$ cat src/rtl/scd_pkg.sv
// ----------------------------------------------------------------------------
// Stepper command decoder package
// Widths, character codes, command codes and the result type shared by the
// stepper command decoder and its channel interfaces.
// ----------------------------------------------------------------------------
package scd_pkg;

    localparam int STORED_CHARS = 6;
    localparam int CNT_W        = $clog2(STORED_CHARS + 1);
    localparam int IDX_W        = $clog2(STORED_CHARS);

    localparam int CHAR_W = 8;
    localparam int CMD_W  = 3;
    localparam int ARG_W  = 14;
    localparam int PINS_W = 3;

    typedef logic [CHAR_W-1:0]                   char_t;
    typedef logic [STORED_CHARS-1:0][CHAR_W-1:0] store_t;
    typedef logic [CNT_W-1:0]                    count_t;

    localparam char_t CH_M  = 8'h4D;
    localparam char_t CH_S  = 8'h53;
    localparam char_t CH_T  = 8'h54;
    localparam char_t CH_A  = 8'h41;
    localparam char_t CH_F  = 8'h46;
    localparam char_t CH_E  = 8'h45;
    localparam char_t CH_D  = 8'h44;
    localparam char_t CH_H  = 8'h48;
    localparam char_t CH_0  = 8'h30;
    localparam char_t CH_1  = 8'h31;
    localparam char_t CH_2  = 8'h32;
    localparam char_t CH_3  = 8'h33;
    localparam char_t CH_4  = 8'h34;
    localparam char_t CH_6  = 8'h36;
    localparam char_t CH_8  = 8'h38;
    localparam char_t CH_9  = 8'h39;

    localparam logic [CMD_W-1:0] CMD_ENABLE    = 3'd0;
    localparam logic [CMD_W-1:0] CMD_DISABLE   = 3'd1;
    localparam logic [CMD_W-1:0] CMD_MICROSTEP = 3'd2;
    localparam logic [CMD_W-1:0] CMD_DIRECTION = 3'd3;
    localparam logic [CMD_W-1:0] CMD_STEPS     = 3'd4;
    localparam logic [CMD_W-1:0] CMD_ANGLE     = 3'd5;
    localparam logic [CMD_W-1:0] CMD_TURNS     = 3'd6;

    localparam logic [PINS_W-1:0] PINS_FULL = 3'b000;
    localparam logic [PINS_W-1:0] PINS_HALF = 3'b001;
    localparam logic [PINS_W-1:0] PINS_4    = 3'b010;
    localparam logic [PINS_W-1:0] PINS_8    = 3'b011;
    localparam logic [PINS_W-1:0] PINS_16   = 3'b100;
    localparam logic [PINS_W-1:0] PINS_32   = 3'b111;

    typedef struct packed {
        logic [CMD_W-1:0]  command;
        logic              valid_res;
        logic [ARG_W-1:0]  argument;
        logic [PINS_W-1:0] microstep_pins;
        logic              direction;
    } res_t;

endpackage

$ cat src/rtl/scd_char_if.sv
// ----------------------------------------------------------------------------
// Command byte channel
// Valid/ready channel that carries one command byte and its final-byte flag.
// ----------------------------------------------------------------------------
interface scd_char_if;
    import scd_pkg::*;

    logic              valid;
    logic              ready;
    logic [CHAR_W-1:0] char_in;
    logic              last;

    modport source (output valid, output char_in, output last, input ready);
    modport sink   (input valid, input char_in, input last, output ready);
endinterface

$ cat src/rtl/scd_res_if.sv
// ----------------------------------------------------------------------------
// Decoded command channel
// Valid/ready channel that carries one decoded stepper command.
// ----------------------------------------------------------------------------
interface scd_res_if;
    import scd_pkg::*;

    logic              valid;
    logic              ready;
    logic [CMD_W-1:0]  command;
    logic              valid_res;
    logic [ARG_W-1:0]  argument;
    logic [PINS_W-1:0] microstep_pins;
    logic              direction;

    modport source (output valid, output command, output valid_res, output argument,
                    output microstep_pins, output direction, input ready);
    modport sink   (input valid, input command, input valid_res, input argument,
                    input microstep_pins, input direction, output ready);
endinterface

$ cat src/rtl/stepper_command_decoder_core.sv
// ----------------------------------------------------------------------------
// Stepper command decoder
// Collects ASCII command bytes and emits one decoded command per final byte.
//
//   Channel   Dir   Beat contents
//   char_ch   in    char_in, last (one command byte)
//   res_ch    out   command, valid_res, argument, microstep_pins, direction
//
// One byte is taken per cycle unless a held frame stalls the input. A final
// byte captures the command into a frame register, which is decoded into the
// result register once that is free. Reset clears the byte count and all
// valid flags. A stalled result holds the frame and then the input.
// ----------------------------------------------------------------------------
module stepper_command_decoder_core (
    input  logic     clk,
    input  logic     rst_n,
    scd_char_if.sink char_ch,
    scd_res_if.source res_ch
);
    import scd_pkg::*;

    store_t store_reg;
    store_t store_next;
    count_t count_reg;
    count_t count_next;
    store_t ins_store;
    count_t ins_count;

    store_t frame_reg;
    count_t frame_count_reg;
    logic   frame_valid_reg;
    logic   frame_valid_next;

    res_t   dec_res;
    res_t   res_reg;
    logic   res_valid_reg;
    logic   res_valid_next;

    logic   accept;
    logic   capture;
    logic   frame_move;

    assign frame_move    = frame_valid_reg && (!res_valid_reg || res_ch.ready);
    assign char_ch.ready = !frame_valid_reg || frame_move;
    assign accept        = char_ch.valid && char_ch.ready;
    assign capture       = accept && char_ch.last;

    always_comb
    begin
        ins_store = store_reg;
        ins_count = count_reg;
        if (count_reg < CNT_W'(STORED_CHARS))
        begin
            ins_store[count_reg[IDX_W-1:0]] = char_ch.char_in;
            ins_count                       = count_reg + count_t'(1);
        end
    end

    always_comb
    begin
        store_next = store_reg;
        count_next = count_reg;
        if (accept)
        begin
            store_next = ins_store;
            count_next = char_ch.last ? '0 : ins_count;
        end
    end

    assign frame_valid_next = capture || (frame_valid_reg && !frame_move);
    assign res_valid_next   = frame_move || (res_valid_reg && !res_ch.ready);

    scd_decode u_decode (
        .chars (frame_reg),
        .count (frame_count_reg),
        .res   (dec_res)
    );

    always_ff @(posedge clk or negedge rst_n)
    begin
        if (!rst_n)
        begin
            count_reg       <= '0;
            frame_valid_reg <= 1'b0;
            res_valid_reg   <= 1'b0;
        end
        else
        begin
            count_reg       <= count_next;
            frame_valid_reg <= frame_valid_next;
            res_valid_reg   <= res_valid_next;
        end
    end

    always_ff @(posedge clk)
    begin
        store_reg <= store_next;
        if (capture)
        begin
            frame_reg       <= ins_store;
            frame_count_reg <= ins_count;
        end
        if (frame_move)
        begin
            res_reg <= dec_res;
        end
    end

    assign res_ch.valid          = res_valid_reg;
    assign res_ch.command        = res_reg.command;
    assign res_ch.valid_res      = res_reg.valid_res;
    assign res_ch.argument       = res_reg.argument;
    assign res_ch.microstep_pins = res_reg.microstep_pins;
    assign res_ch.direction      = res_reg.direction;

endmodule

$ cat src/rtl/scd_decode.sv
// ----------------------------------------------------------------------------
// Stepper command field decoder
// Decodes a captured command frame into command code, argument and pin fields.
// ----------------------------------------------------------------------------
module scd_decode (
    input  scd_pkg::store_t chars,
    input  scd_pkg::count_t count,
    output scd_pkg::res_t   res
);
    import scd_pkg::*;

    logic [STORED_CHARS-1:0] present;
    logic [STORED_CHARS-1:0] is_digit;
    logic [13:0]             arg4;
    logic [13:0]             arg3;
    logic                    ok;
    res_t                    raw;

    always_comb
    begin
        for (int i = 0; i < STORED_CHARS; i++)
        begin
            present[i]  = (count > CNT_W'(i));
            is_digit[i] = present[i] && (chars[i] >= CH_0) && (chars[i] <= CH_9);
        end
    end

    assign arg4 = 14'(chars[2][3:0]) * 14'd1000 + 14'(chars[3][3:0]) * 14'd100
                + 14'(chars[4][3:0]) * 14'd10 + 14'(chars[5][3:0]);
    assign arg3 = 14'(chars[3][3:0]) * 14'd100 + 14'(chars[4][3:0]) * 14'd10
                + 14'(chars[5][3:0]);

    always_comb
    begin
        raw = '0;
        ok  = 1'b0;
        if (present[0] && chars[0] == CH_M && present[1])
        begin
            unique case (chars[1])
                CH_E:
                begin
                    raw.command = CMD_ENABLE;
                    ok          = 1'b1;
                end
                CH_D:
                begin
                    raw.command = CMD_DISABLE;
                    ok          = 1'b1;
                end
                CH_M:
                begin
                    raw.command = CMD_MICROSTEP;
                    if (present[2] && chars[2] == CH_S && present[3])
                    begin
                        if (chars[3] == CH_F)
                        begin
                            raw.microstep_pins = PINS_FULL;
                            ok                 = 1'b1;
                        end
                        else if (chars[3] == CH_H)
                        begin
                            raw.microstep_pins = PINS_HALF;
                            ok                 = 1'b1;
                        end
                        else if (present[4])
                        begin
                            if (chars[3] == CH_0 && chars[4] == CH_4)
                            begin
                                raw.microstep_pins = PINS_4;
                                ok                 = 1'b1;
                            end
                            else if (chars[3] == CH_0 && chars[4] == CH_8)
                            begin
                                raw.microstep_pins = PINS_8;
                                ok                 = 1'b1;
                            end
                            else if (chars[3] == CH_1 && chars[4] == CH_6)
                            begin
                                raw.microstep_pins = PINS_16;
                                ok                 = 1'b1;
                            end
                            else if (chars[3] == CH_3 && chars[4] == CH_2)
                            begin
                                raw.microstep_pins = PINS_32;
                                ok                 = 1'b1;
                            end
                        end
                    end
                end
                CH_T:
                begin
                    raw.command = CMD_DIRECTION;
                    if (present[2] && chars[2] == CH_A)
                    begin
                        raw.direction = 1'b0;
                        ok            = 1'b1;
                    end
                    else if (present[2] && chars[2] == CH_H)
                    begin
                        raw.direction = 1'b1;
                        ok            = 1'b1;
                    end
                end
                CH_S:
                begin
                    raw.command  = CMD_STEPS;
                    raw.argument = arg4;
                    ok           = &is_digit[5:2];
                end
                CH_A:
                begin
                    raw.command  = CMD_ANGLE;
                    raw.argument = arg4;
                    ok           = &is_digit[5:2];
                end
                CH_F:
                begin
                    raw.command  = CMD_TURNS;
                    raw.argument = arg3;
                    ok           = &is_digit[5:3];
                end
                default:
                begin
                    ok = 1'b0;
                end
            endcase
        end
        raw.valid_res = ok;
    end

    // An invalid command reports all fields as zero.
    assign res = ok ? raw : '0;

endmodule

$ cat src/flat_wrapper.sv
// flat-port wrapper written by rule: the top's interface ports become plain ports
module stepper_command_decoder_core_flat import scd_pkg::*;
  (clk, rst_n, char_ch_valid, char_ch_char_in, char_ch_last, char_ch_ready, res_ch_valid, res_ch_command, res_ch_valid_res, res_ch_argument, res_ch_microstep_pins, res_ch_direction, res_ch_ready);
  scd_char_if char_ch_i ();
  scd_res_if res_ch_i ();
  input  logic clk;
  input  logic rst_n;
  input wire logic [$bits(char_ch_i.valid)-1:0] char_ch_valid;
  input wire logic [$bits(char_ch_i.char_in)-1:0] char_ch_char_in;
  input wire logic [$bits(char_ch_i.last)-1:0] char_ch_last;
  output wire logic [$bits(char_ch_i.ready)-1:0] char_ch_ready;
  output wire logic [$bits(res_ch_i.valid)-1:0] res_ch_valid;
  output wire logic [$bits(res_ch_i.command)-1:0] res_ch_command;
  output wire logic [$bits(res_ch_i.valid_res)-1:0] res_ch_valid_res;
  output wire logic [$bits(res_ch_i.argument)-1:0] res_ch_argument;
  output wire logic [$bits(res_ch_i.microstep_pins)-1:0] res_ch_microstep_pins;
  output wire logic [$bits(res_ch_i.direction)-1:0] res_ch_direction;
  input wire logic [$bits(res_ch_i.ready)-1:0] res_ch_ready;
  assign char_ch_i.valid = char_ch_valid;
  assign char_ch_i.char_in = char_ch_char_in;
  assign char_ch_i.last = char_ch_last;
  assign char_ch_ready = char_ch_i.ready;
  assign res_ch_valid = res_ch_i.valid;
  assign res_ch_command = res_ch_i.command;
  assign res_ch_valid_res = res_ch_i.valid_res;
  assign res_ch_argument = res_ch_i.argument;
  assign res_ch_microstep_pins = res_ch_i.microstep_pins;
  assign res_ch_direction = res_ch_i.direction;
  assign res_ch_i.ready = res_ch_ready;
  stepper_command_decoder_core u_core (.clk(clk), .rst_n(rst_n), .char_ch(char_ch_i), .res_ch(res_ch_i));
endmodule
$ cat config.mk
export PLATFORM = sky130hd
export DESIGN_NAME = stepper_command_decoder_core_flat
export DESIGN_NICKNAME = d
export VERILOG_FILES = /design/src/rtl/scd_pkg.sv /design/src/rtl/scd_char_if.sv /design/src/rtl/scd_res_if.sv /design/src/rtl/stepper_command_decoder_core.sv /design/src/rtl/scd_decode.sv /design/src/flat_wrapper.sv
export SDC_FILE = /design/constraint.sdc
export NUM_CORES = 1
export LEC_CHECK = 0
export BUFFER_PORTS_ARGS = -buffer_cell sky130_fd_sc_hd__clkbuf_2
export CORE_ASPECT_RATIO = 1.1
export CORE_MARGIN = 4
export CORE_UTILIZATION = 46
export DETAILED_ROUTE_END_ITERATION = 10
export PLACE_DENSITY = 0.66
export SYNTH_ARGS = -nofsm -noshare
export SYNTH_HDL_FRONTEND = slang
export SYNTH_SLANG_ARGS = --single-unit
$ cat constraint.sdc
create_clock -name clk -period 6.8 [get_ports clk]
set_input_delay 1.36 -clock clk [delete_from_list [all_inputs] [get_ports clk]]
set_output_delay 1.36 -clock clk [all_outputs]
set_load 0.02 [all_outputs]
* After elaboration in Yosys (flattened, before gate mapping)
Index checks and enable logic that the tools add are counted.
Operators by class: shift operators 0, div/mod/pow operators 0, equality and inequality tests 20, mux-type cells 33, $lt $le $gt $ge 17, bitwise gates (word level) 6, multiply operators 3, $add $sub $neg 6, reduce and logical (&&, ||, !) cells 41
Operators by type and width (count):
- 8-bit by 7-bit == test with 1-bit output, second input constant | 13
- 8-bit by 6-bit == test with 1-bit output, second input constant | 7
- 48-bit bitwise mux | 1
- 48-bit two-way mux | 1
- 3-bit two-way mux | 11
- 8-bit by 6-bit >= comparator with 1-bit output, second input constant | 4
- 8-bit by 6-bit less-or-equal comparator with 1-bit output, second input constant | 4
- 14-bit case mux with 2 select lines | 1
- 8-bit demux with 3-bit select | 1
- 1-bit logical AND | 24
- 19-bit two-way mux | 1
- 18-bit two-way mux | 1
- 3-bit case mux with 6 select lines | 1
- 14-bit by 11-bit adder with 14-bit output | 1
- 14-bit by 4-bit adder with 14-bit output | 1
- 14-bit by 8-bit adder with 14-bit output | 1
- 12-bit by 4-bit adder with 13-bit output | 1
- 1-bit two-way mux | 13
- 11-bit by 8-bit adder with 12-bit output | 1
- 4-bit by 7-bit multiplier with 11-bit output, second input constant | 1
- 4-bit by 5-bit multiplier with 9-bit output, second input constant | 1
- 9-bit OR reduction | 1
- 8-bit two-way mux | 1
- 4-bit by 3-bit multiplier with 7-bit output, second input constant | 1
- other kinds (18) | 33
Storage, ports and cells: input bits 13, memories kept 0, logic and storage cells 149, RAM bits 0, bits in registers 126, memory bits (read-only) 0, bits in latches 0

* Longest topological paths before layout
depth after elaboration 14, gate-level depth with buffers 18, depth with buffers taken out 18

* Hierarchy
Synthesis repeated with hierarchy kept, for this count alone.
Unflattened totals: cell total of the unflattened synthesis 548, area, all modules 7337.0 um2
By module, submodules not included:
- stepper_command_decoder_core | times used 1, cells an instance 205, seq. area each 3758.6 um2, area each 4575.6 um2
- scd_decode | times used 1, cells an instance 343, seq. area each 0.0 um2, area each 2761.4 um2

* Worst setup path after synthesis
Ideal clock, no wire load.
path type input -> register, from input res_ch_ready, to register u_core.frame_count_reg[0], enable pin, arrival time 3.943 ns, cell stages on the path 3, library setup time 0.460 ns, data required time 6.340 ns, setup slack 2.397 ns, cell sequence nand3b_1 > nand2_1 > nor2_1
On the way: longest elaborated chain between the ends 5
Ends and longest elaborated chain:
- start: declaration | line flat_wrapper.sv:18 | input wire logic [$bits(res_ch_i.ready)-1:0] res_ch_ready;
- 1-bit logical OR | line stepper_command_decoder_core.sv:43 | assign frame_move = frame_valid_reg && (!res_valid_reg || res_ch.ready);
- 1-bit logical AND | line stepper_command_decoder_core.sv:43
- 1-bit logical OR | line stepper_command_decoder_core.sv:44 | assign char_ch.ready = !frame_valid_reg || frame_move;
- 1-bit logical AND | line stepper_command_decoder_core.sv:45 | assign accept = char_ch.valid && char_ch.ready;
- 1-bit logical AND | line stepper_command_decoder_core.sv:46 | assign capture = accept && char_ch.last;
- named net u_core.capture | line stepper_command_decoder_core.sv:40 | logic capture;
- end signal: assignment | line stepper_command_decoder_core.sv:101 | frame_count_reg <= ins_count;
- end: declaration | line stepper_command_decoder_core.sv:30 | count_t frame_count_reg;
The timed path passes the listed nets, and every way through them passes these cells. A chain may end at the register's enable or synchronous reset.

* Final worst setup path
from register u_core.frame_reg[17] (netlist name), to register u_core.res_reg, in the netlist u_core.res_ch.argument[12] (data pin)
On the way: longest elaborated chain between the ends 7, elaborated cells between the ends (all ways) 23, those cells by class add/sub (3); mul (1); order compare (2); eq/ne (3); mux (6); reduce/logical (8)
Ends and longest elaborated chain:
- start: declaration | line stepper_command_decoder_core.sv:29 | store_t frame_reg;
- start signal: assignment | line stepper_command_decoder_core.sv:100 | frame_reg <= ins_store;
- parallel branches: the longest is 7 deep, another holds 14-bit by 11-bit adder with 14-bit output
- end signal: assignment | line stepper_command_decoder_core.sv:105 | res_reg <= dec_res;
- end: declaration | line stepper_command_decoder_core.sv:35 | res_t res_reg;
Parallel ways; which one is timed is not known.

==> summary.txt <==
Run status
  – Outcome: complete, no violations

Routing
  – Top sig layer: met4
  – Met1 wire length: 6.23 mm
  – Post-route ant nets: 0
  – Met3 WL post-DR: 582 µm
  – DRC viols: 0
  – Drt first pass iters: 4
  – Vias: 4,420
  – Starting DRT DRC Count: 279
  – WL met2: 7.46 mm
  – Vias per inst: 5.50
  – Overall routed net length: 14.8 mm
  – WL/cell: 18.4 µm

Clocking
  – Max Root-Sink Buffers: 2
  – CTS tree: done
  – Clock transition at path regs: 0.06 ns
  – Hold_buf cts: 0
  – CTS Root Buffer Type: clkbuf_16
  – Clk Latency, worst-skew pair: 0.42 ns
  – PostCTS Resize Cnt: 0
  – H-tree depth: 4
  – Cts bufs inserted: 17
  – Clock Sinks: 126
  – Number of setup buffers added after CTS: 0

Yosys
  – Yosys warning count: 0
  – Cells after Synth: 543
  – Ys async rst share: 3.97%
  – Post-synthesis cell type count: 57
  – Mapped Area: 7240 µm²
  – Avg Cell Area, Syn: 13.3 µm²
  – Dominant cell type by area after synthesis: edfxtp_1
  – Main synth FF type: edfxtp_1
  – Post-synth top area share: 50.2%
  – Top cells by area, synth: edfxtp_1 (50%), ha_1 (13%), mux2_2 (7.6%)
  – Syn nets: 648
  – Sequential fraction of the synthesis area: 51.9%
  – Post-synth EDFFs: 121
  – Register bit total from synthesis: 126

Global route
  – Number of global-route vias before repair: 4,623
  – Grt ovf: 0
  – Initial antenna violation count: 0
  – Global-route wire length before repair: 23.9 mm
  – Largest net degree at the start of global routing: 52
  – Total GRT Usage: 17.4%

Critical path
  – Crit-path max FO: 7
  – CP Buf/Inv Count: 2
  – Worst Path Required: 6.96 ns
  – Top cell by count, worst path: ha_1
  – Reg2Reg Setup Slack: 2.06 ns
  – CP max stage cell: fa_1
  – Worst Path Arrival: 4.90 ns
  – Crit-path max cell delay: 0.64 ns
  – Crit Path Class: flop to flop
  – Crit path capture type: flop
  – Crit path cell chain: fa_1, inv_1, fa_1, inv_1, ha_1, a21oi_1, xnor2_1, ha_1, ha_1, ha_1, nor4_1, o21ai_0, a31o_2, a21oi_1, xor2_1, nor3_1
  – Critical path's top delay family: adder cells
  – Critical Path Start Type: flop

Cells and area
  – Final Net Count: 699
  – Commonest non-fill, non-tap cell in the layout: edfxtp_1
  – Most frequent cells in the layout: edfxtp_1 (121), ha_1 (73), mux2_2 (49)
  – Ant diodes: 0
  – # fillers: 1,269
  – Finished Core Util: 54.1%
  – Ratio of cells with drive above 1 in the final layout: 21.4%
  – Synth-to-layout area growth: 13.9%

Job
  – Max cap viols: 0

Min path
  – Hold/Removal Path Class: flop to flop

Timing
  – Tmin final: 4.74 ns
  – RSZ-0062 raised after global routing: no
  – Tightest Pin Transition: 1.12 ns
  – Max transition margin: 24.9%
  – Count of final setup violators: 0
  – Tcrit/Tclk final: 69.7%
  – Setup TNS: 0 ns
  – Final hold violation count: 0
  – Clock skew: 0.0110 ns
  – Max Slew Vio Count: 0
  – FMAX: 0.211 GHz

Floorplanning
  – Rows: 47
  – Core area: 15,200 µm²
  – Initial Utilization: 47.5%
  – Die height: 140 µm
  – Chip Width: 128 µm
  – Num ports: 37
  – Die area: 17,800 µm²

Placement
  – Final Wtd Congestion: 0.855
  – Port Buf Inserts: 36
  – Post-DP HPWL: 10.8 mm

Pwr
  – Peak supply drop: 0.201 mV
  – Pwr dens: 347 nW/µm²
  – Lkg Pwr: 3.24 nW
metrics by stage:
step,instances,cell area [µm²],power [mW],worst slack [ns],hold WS (ns)
after floorplan,543,7240,1.74,2.40,0.449
after global placement,771,7660,1.92,2.23,0.467
after detailed placement,771,7660,1.95,2.13,0.488
after CTS,803,8250,2.87,2.12,0.504
after global routing,803,8250,3.03,1.73,0.525
final,803,8250,2.86,2.06,0.499
power by group:
| part | switching [mW] | internal, mW | leakage (nW) |
|---|---|---|---|
| Clock | 0.358 | 0.544 | 0.283 |
| Sequential | 0.0409 | 0.954 | 1.22 |
| Combinational | 0.533 | 0.432 | 1.73 |
logic make-up (layout without fill, tap and decap cells):
kind of cell,after synthesis,count (layout),synth area share [%]
adder cells (fa/ha/maj),92,92,17.9
XOR/XNOR,25,25,3.02
AO/OA/AOI/OAI,77,77,7.14
buffers and inverters,52,116,2.80
flip-flops,126,126,51.9
AND/OR/NAND/NOR,119,119,9.21
multiplexers,52,52,8.04
layout make-up:
class                           instances  area [µm²]  area share, %
Timing Repair Buffer                   39         203           2.46
Tap cell                              196         245           2.97
Sequential cell                       126        3760           45.6
Clock inverter                         15         159           1.93
Clock buffer                           17         425           5.16
Multi-Input combinational cell        365        3290           39.8
Inverter                               45         169           2.05
worst paths after layout:
| path | cells after the start | end | from |
|---|---|---|---|
| hold / removal | 1 | u_core.res_ch.valid | u_core.frame_valid_reg |
| hold reg to reg | 1 | u_core.res_ch.valid | u_core.frame_valid_reg |
| max in group asynchronous | 1 | u_core.count_reg[0] | rst_n |
| min in group asynchronous | 1 | u_core.frame_valid_reg | rst_n |
| setup / recovery | 16 | u_core.res_ch.argument[12] | u_core.frame_reg[17] |
| setup reg to reg | 16 | u_core.res_ch.argument[12] | u_core.frame_reg[17] |
routing by layer:
layer | up-vias | GRT usage (%)
li1 | 2129 | -
met1 | 2141 | 21.2
met2 | 115 | 29.6
met3 | 35 | 3.68
met4 | 0 | 8.10
met5 | - | 0
Yosys cell counts (2+ instances only):
cell type / instances
and2_1: 4
nor3_1: 11
nor3b_1: 2
inv_1: 45
and3b_1: 4
o31ai_2: 2
nand2_1: 25
edfxtp_1: 121
nand3b_1: 4
ha_1: 73
nor4_1: 8
fa_1: 19
nand4b_1: 3
o211ai_1: 3
xnor2_1: 19
xor2_1: 6
nand2b_1: 4
mux2_2: 49
a22oi_1: 4
a2111oi_0: 2
o21ai_0: 17
nand3_1: 6
clkbuf_1: 5
mux2i_1: 3
nor2_1: 25
or3_1: 2
a21oi_1: 17
nor4b_1: 5
a211oi_1: 5
nor2b_1: 5
nor4bb_1: 2
o21bai_1: 3
dfrtp_1: 5
a31oi_1: 4
nor3b_2: 2
o21a_1: 3
a21o_1: 6
No activity file was read; power rests on OpenSTA's default activity.
